File: src/rtl/rau_pkg.sv
package rau_pkg;

  localparam int OPERAND_WIDTH = 16;
  localparam int PROD_W = 2 * OPERAND_WIDTH;
  // Magnitudes of raw results, including the sum of two full products.
  localparam int MAG_W = PROD_W + 1;
  localparam int NUM_W = 32;
  localparam int DEN_W = 30;
  localparam int EXT_W = (MAG_W > NUM_W) ? MAG_W : NUM_W;
  localparam int CNT_W = $clog2(MAG_W + 1);

  localparam logic [2:0] CMD_ADD = 3'd0;
  localparam logic [2:0] CMD_SUB = 3'd1;
  localparam logic [2:0] CMD_MUL = 3'd2;
  localparam logic [2:0] CMD_DIV = 3'd3;
  localparam logic [2:0] CMD_NEG = 3'd4;

  typedef struct packed {
    logic             start;
    logic [MAG_W-1:0] dividend;
    logic [MAG_W-1:0] divisor;
  } div_req_t;

  typedef struct packed {
    logic             done;
    logic [MAG_W-1:0] quotient;
  } div_rsp_t;

endpackage

File: src/rtl/rau_div.sv
module rau_div (
  input  logic             clk,
  input  logic             rst,
  input  rau_pkg::div_req_t req,
  output rau_pkg::div_rsp_t rsp
);
  import rau_pkg::*;

  logic             busy;
  logic             done;
  logic [CNT_W-1:0] cnt;
  logic [MAG_W-1:0] rem;
  logic [MAG_W-1:0] quo;
  logic [MAG_W-1:0] divisor;
  logic [MAG_W:0]   trial;
  logic [MAG_W+1:0] diff;

  // Restoring division, one quotient bit per cycle, MSB first.
  assign trial = {rem, quo[MAG_W-1]};
  assign diff  = {1'b0, trial} - {2'b00, divisor};

  always_ff @(posedge clk) begin
    if (rst) begin
      busy <= 1'b0;
      done <= 1'b0;
      cnt  <= '0;
    end else begin
      done <= !req.start && busy && (cnt == CNT_W'(MAG_W - 1));
      if (req.start) begin
        busy    <= 1'b1;
        cnt     <= '0;
        rem     <= '0;
        quo     <= req.dividend;
        divisor <= req.divisor;
      end else if (busy) begin
        if (!diff[MAG_W+1]) begin
          rem <= diff[MAG_W-1:0];
        end else begin
          rem <= trial[MAG_W-1:0];
        end
        quo <= {quo[MAG_W-2:0], !diff[MAG_W+1]};
        cnt <= cnt + 1'b1;
        if (cnt == CNT_W'(MAG_W - 1)) begin
          busy <= 1'b0;
        end
      end
    end
  end

  assign rsp.done     = done;
  assign rsp.quotient = quo;

endmodule

File: src/rtl/rational_arithmetic_unit_top.sv
// Rational arithmetic unit: combines two fractions under a command (add, subtract, multiply,
// divide, negate a, reduce a) and returns the result in lowest terms with a positive
// denominator; a zero raw denominator gives 0/1 with zero_den_error set. One request is
// worked on at a time and in_ready is high only while the unit is idle. A request goes
// through three products on the single shared multiplier, the forming of the raw fraction,
// binary GCD (one subtract and compare per cycle), two exact divisions on the shared
// bit-serial divider, and the loading of the output register. A zero raw denominator skips
// the GCD and divisions. A finished result waits in the output register while the next
// request is accepted; the following result then waits until the first one is taken.
module rational_arithmetic_unit_top (
  input  logic                                     clk,
  input  logic                                     rst,
  input  logic                                     in_valid,
  output logic                                     in_ready,
  input  logic [2:0]                               command,
  input  logic signed [rau_pkg::OPERAND_WIDTH-1:0] a_num,
  input  logic signed [rau_pkg::OPERAND_WIDTH-1:0] a_den,
  input  logic signed [rau_pkg::OPERAND_WIDTH-1:0] b_num,
  input  logic signed [rau_pkg::OPERAND_WIDTH-1:0] b_den,
  output logic                                     out_valid,
  input  logic                                     out_ready,
  output logic signed [rau_pkg::NUM_W-1:0]         res_num,
  output logic [rau_pkg::DEN_W-1:0]                res_den,
  output logic                                     zero_den_error
);
  import rau_pkg::*;

  typedef enum logic [3:0] {
    S_IDLE, S_MUL0, S_MUL1, S_MUL2, S_FORM, S_GCD, S_DIVN, S_DIVD, S_DONE
  } state_t;

  localparam int OW = OPERAND_WIDTH;

  state_t state;

  logic [2:0]             cmd;
  logic signed [OW-1:0]   an, ad, bn, bd;
  logic signed [PROD_W-1:0] p0, p1, p2;
  logic signed [OW-1:0]   m_x, m_y;
  logic signed [PROD_W-1:0] m_p;

  logic signed [MAG_W:0]  rn_w, rd_w;
  logic [MAG_W-1:0]       rn_abs, rd_abs;

  logic                   neg;
  logic                   err;
  logic [MAG_W-1:0]       mn, md, u, v;
  logic [CNT_W-1:0]       k;
  logic [MAG_W-1:0]       qn, qd;
  logic [EXT_W-1:0]       qn_ext, qd_ext, num_ext;

  logic                   div_start;
  logic [MAG_W-1:0]       div_dividend, div_divisor;
  div_req_t               div_req;
  div_rsp_t               div_rsp;

  logic                   out_free;

  // Shared multiplier: the operand pair depends on the step and the command.
  always_comb begin
    m_x = an;
    m_y = bd;
    case (state)
      S_MUL0: begin
        m_x = an;
        m_y = (cmd == CMD_MUL) ? bn : bd;
      end
      S_MUL1: begin
        m_x = ad;
        m_y = bn;
      end
      S_MUL2: begin
        m_x = ad;
        m_y = (cmd == CMD_DIV) ? bn : bd;
      end
      default: begin
        m_x = an;
        m_y = bd;
      end
    endcase
  end

  assign m_p = m_x * m_y;

  always_comb begin
    case (cmd)
      CMD_ADD: rn_w = {{2{p0[PROD_W-1]}}, p0} + {{2{p1[PROD_W-1]}}, p1};
      CMD_SUB: rn_w = {{2{p0[PROD_W-1]}}, p0} - {{2{p1[PROD_W-1]}}, p1};
      CMD_MUL: rn_w = {{2{p0[PROD_W-1]}}, p0};
      CMD_DIV: rn_w = {{2{p0[PROD_W-1]}}, p0};
      CMD_NEG: rn_w = -{{(MAG_W+1-OW){an[OW-1]}}, an};
      default: rn_w = {{(MAG_W+1-OW){an[OW-1]}}, an};
    endcase
    case (cmd)
      CMD_ADD, CMD_SUB, CMD_MUL, CMD_DIV: rd_w = {{2{p2[PROD_W-1]}}, p2};
      default: rd_w = {{(MAG_W+1-OW){ad[OW-1]}}, ad};
    endcase
  end

  always_comb begin
    logic signed [MAG_W:0] rn_m, rd_m;
    rn_m   = rn_w[MAG_W] ? -rn_w : rn_w;
    rd_m   = rd_w[MAG_W] ? -rd_w : rd_w;
    rn_abs = rn_m[MAG_W-1:0];
    rd_abs = rd_m[MAG_W-1:0];
  end

  assign out_free = !out_valid || out_ready;
  assign in_ready = (state == S_IDLE);

  assign div_req.start    = div_start;
  assign div_req.dividend = div_dividend;
  assign div_req.divisor  = div_divisor;

  rau_div u_div (
    .clk (clk),
    .rst (rst),
    .req (div_req),
    .rsp (div_rsp)
  );

  assign qn_ext  = EXT_W'(qn);
  assign qd_ext  = EXT_W'(qd);
  assign num_ext = neg ? ('0 - qn_ext) : qn_ext;

  always_ff @(posedge clk) begin
    if (rst) begin
      state     <= S_IDLE;
      out_valid <= 1'b0;
      div_start <= 1'b0;
    end else begin
      div_start <= ((state == S_GCD) && (u == '0)) || ((state == S_DIVN) && div_rsp.done);
      if ((state == S_DONE) && out_free) begin
        out_valid <= 1'b1;
      end else if (out_ready) begin
        out_valid <= 1'b0;
      end
      case (state)
        S_IDLE: begin
          if (in_valid) begin
            cmd   <= command;
            an    <= a_num;
            ad    <= a_den;
            bn    <= b_num;
            bd    <= b_den;
            state <= S_MUL0;
          end
        end
        S_MUL0: begin
          p0    <= m_p;
          state <= S_MUL1;
        end
        S_MUL1: begin
          p1    <= m_p;
          state <= S_MUL2;
        end
        S_MUL2: begin
          p2    <= m_p;
          state <= S_FORM;
        end
        S_FORM: begin
          if (rd_w == '0) begin
            err   <= 1'b1;
            neg   <= 1'b0;
            qn    <= '0;
            qd    <= MAG_W'(1);
            state <= S_DONE;
          end else begin
            err   <= 1'b0;
            neg   <= rn_w[MAG_W] ^ rd_w[MAG_W];
            mn    <= rn_abs;
            md    <= rd_abs;
            u     <= rn_abs;
            v     <= rd_abs;
            k     <= '0;
            state <= S_GCD;
          end
        end
        S_GCD: begin
          // Binary GCD; the denominator side never reaches zero.
          if (u == '0) begin
            div_dividend <= mn;
            div_divisor  <= v << k;
            state        <= S_DIVN;
          end else if (!u[0] && !v[0]) begin
            u <= u >> 1;
            v <= v >> 1;
            k <= k + 1'b1;
          end else if (!u[0]) begin
            u <= u >> 1;
          end else if (!v[0]) begin
            v <= v >> 1;
          end else if (u >= v) begin
            u <= (u - v) >> 1;
          end else begin
            v <= (v - u) >> 1;
          end
        end
        S_DIVN: begin
          if (div_rsp.done) begin
            qn           <= div_rsp.quotient;
            div_dividend <= md;
            state        <= S_DIVD;
          end
        end
        S_DIVD: begin
          if (div_rsp.done) begin
            qd    <= div_rsp.quotient;
            state <= S_DONE;
          end
        end
        S_DONE: begin
          if (out_free) begin
            res_num        <= num_ext[NUM_W-1:0];
            res_den        <= qd_ext[DEN_W-1:0];
            zero_den_error <= err;
            state          <= S_IDLE;
          end
        end
        default: begin
          state <= S_IDLE;
        end
      endcase
    end
  end

endmodule

File: config.mk
export PLATFORM = sky130hd
export DESIGN_NAME = rational_arithmetic_unit_top
export DESIGN_NICKNAME = d
export VERILOG_FILES = /design/src/rtl/rau_pkg.sv /design/src/rtl/rau_div.sv /design/src/rtl/rational_arithmetic_unit_top.sv
export SDC_FILE = /design/constraint.sdc
export NUM_CORES = 2
export LEC_CHECK = 0
export BUFFER_PORTS_ARGS = -buffer_cell sky130_fd_sc_hd__buf_2
export CAP_MARGIN = 5
export CORE_MARGIN = 4
export CORE_UTILIZATION = 55
export CTS_CLUSTER_DIAMETER = 30
export DETAILED_ROUTE_END_ITERATION = 10
export GPL_ROUTABILITY_DRIVEN = 0
export GPL_TIMING_DRIVEN = 1
export PLACE_DENSITY_LB_ADDON = 0.05
export SYNTH_ARGS = -nofsm -noshare
export SYNTH_HDL_FRONTEND = slang
export SYNTH_SLANG_ARGS = --single-unit
File: constraint.sdc
create_clock -name clk -period 24.6 [get_ports clk]
set_clock_uncertainty 0.1 [all_clocks]
set_input_delay 6.15 -clock clk [delete_from_list [all_inputs] [get_ports clk]]
set_output_delay 6.15 -clock clk [all_outputs]
set_load 0.005 [all_outputs]
==> results.yml <==
synth:
  syn_area_um2: 46800
  ys.flop_type: "edfxtp_1"
  synth_area_per_cell_um2: 10.1
  ys_seq_area_share_pct: 38.7
  netlist.area_leader.share_pct: 38.1
  synthArstFlopShare_pct: 0
  ys_types: 99
  ys_seq_elements: 607
  synth_edf_count: 593
  syn-instance-count: 4642
  synth_top_area_cell: "edfxtp_1"
  yosys_warnings: 0
  netlist_top_cells_area: "edfxtp_1, fa_1, ha_1"
run:
  cap_violations: 0
clock_tree:
  clock_path_buffers: 3
  h-tree-depth: 4
  cts.sinks: 607
  clkSlewWorstSetupHoldPaths_ns: 0.06
  cts_setup_buffers: 0
  cts_resized: 0
  cts_inserted_buffers: 134
  clkLatencyLatePin_ns: 0.75
  cts_tree: "built"
  hold_buffers: 0
  root_buffer: "clkbuf_16"
setup_path:
  critPathCaptureType: "flip-flop"
  crit_type: "flip-flop to flip-flop"
  crit_fanout: 60
  worstPathRequired_ns: 24.96
  worst-path-buf-inv: 5
  cp.arrival_ns: 9.86
  startpoint_type: "flip-flop"
  slowest_stage: "a221oi_1"
  cp_common_cell: "fa_1"
  cp-startpoint: "cmd[2]"
  cp_top_family: "compound AO/OA/AOI/OAI gates"
  reg2reg_from: "cmd[2]"
  max_stage_delay_ns: 0.62
drt:
  routed_wl_mm: 133
  firstDrtPassIters: 7
  drt_iter0_markers: 3263
  ant_nets: 0
  viasPerCell: 5.98
  via_count: 35900
  wl_per_cell_um: 22.2
  drcViolationCount: 0
sta:
  tightestPinTransition_ns: 1.10
  fmax_mhz: 105
  maxSlewHeadroom_pct: 24.6
  hold_viol_final: 0
  setup_ws_ns: 15.10
  tns_ns: 0
  rsz0062_at_grt: "no"
  fin_crit_ns: 9.50
  finalMaxSlewViolations: 0
  setup_viol: 0
  fin_crit_sh_pct: 38.6
hold_path:
  hp-start: "div_divisor[0]"
  hp-class: "flip-flop to flip-flop"
outcome:
  status: "finished clean"
place:
  place_inst: 5755
  pre_cts_ws_ns: 14.70
  place_hpwl_mm: 103
  portBuffers: 135
cells_and_area:
  final_core_util_pct: 63.6
  final_common_cell: "edfxtp_1"
  fin_cells: 6000
  area_growth_pct: 14.2
  nets: 5350
  layout_common_cells: "edfxtp_1, nor2_1, inv_1"
  final_layout_size_suffix_gt1_share_pct: 12.7
global_route:
  grt_pass1_wl_mm: 207
  grt_overflow: 0
  first_global_vias: 35200
  antenna_found_initial: 7
  grt_usage_pct: 30.0
  grt_max_degree: 68
floorplanning:
  die_area_um2: 89800
  io_pins: 136
  die_x_um: 300
  rows: 106
  core_um2: 84000
  start_util_pct: 55.7
  die_height_um: 300
## stage by stage
stage | area (µm²) | hold WS (ns)
2_1_floorplan | 46800 | 0.300
3_3_place_gp | 48600 | 0.301
3_5_place_dp | 48600 | 0.305
4_1_cts | 53400 | 0.302
5_1_grt | 53400 | 0.313
6_report | 53400 | 0.309
## cell families after synthesis
group / after synthesis / synth area share, %
AND/OR/NAND/NOR: 1387 / 13.9
AO/OA/AOI/OAI: 978 / 13.8
buffers and inverters: 715 / 5.78
flip-flops: 607 / 38.7
adder cells (fa/ha/maj): 522 / 18.2
XOR/XNOR: 228 / 4.30
multiplexers: 204 / 5.30
other: 1 / 0.00801
## final cells by class
cell class | count | area [µm²]
Sequential cell | 607 | 18100
Inverter | 497 | 1870
Clock buffer | 147 | 3500
Tap cell | 1134 | 1420
Fill cell | 6897 | 30500
Multi-Input combinational cell | 3321 | 26100
Antenna cell | 1 | 2.50
Timing Repair Buffer | 196 | 1130
Clock inverter | 97 | 1290
## per-layer routing
layer	global-route usage, %	part of all wire, %	vias up
li1	-	-	16600
met1	39.9	42	17500
met2	46.9	45	1422
met3	5.84	7.6	377
met4	15.5	5.5	14
met5	0	0.082	-
## Yosys cell counts, drive strengths merged (14+ instances only)
library cell  number
and2              89
inv              497
and3              22
mux4              26
a31oi             41
nor3              73
or2               29
a21o              73
buf               34
nand4             26
or4               23
nor2             524
or3               25
o31ai             41
a21oi            278
nand2b            58
nor2b             50
a211oi            57
o21bai            27
o21a              42
edfxtp           593
dfxtp             14
ha               255
xor2              75
mux2i             89
xnor2            153
o211ai            33
nor3b             14
nand2            333
o41ai             17
fa               267
nand3             63
o21ai            183
clkbuf           184
mux2              89
nor4              38
a221oi            39
## flip-flops by register name (all words and copies together) (netlist names), 30 cells and up
register,flops
p1,32
qd,30
u_div.quo,33
div_dividend,33
u,33
u_div.rem,33
res_num,32
p2,32
res_den,30
qn,32
p0,32
v,33
u_div.divisor,33
div_divisor,33
mn,33
md,33
## worst register-to-register path, delay by kind of cell, from the launching register on
kind,cells,cell delay [ns]
XOR/XNOR,1,0.13
flip-flops,1,0.32
AO/OA/AOI/OAI,10,3.61
adder cells (fa/ha/maj),7,3.31
buffers and inverters,5,0.71
AND/OR/NAND/NOR,6,1.03
## worst paths after layout
| check | to | slack [ns] | cells after the start |
|---|---|---|---|
| max | p2[30] | 15.10 | 29 |
| min | u_div.divisor[0] | 0.31 | 0 |
| max reg2reg | p2[30] | 15.10 | 29 |
| min reg2reg | u_div.divisor[0] | 0.31 | 0 |
Power is left out: the tool's default activity adds up to more than one toggle a clock period on the data nets, which glitch-free logic cannot reach.
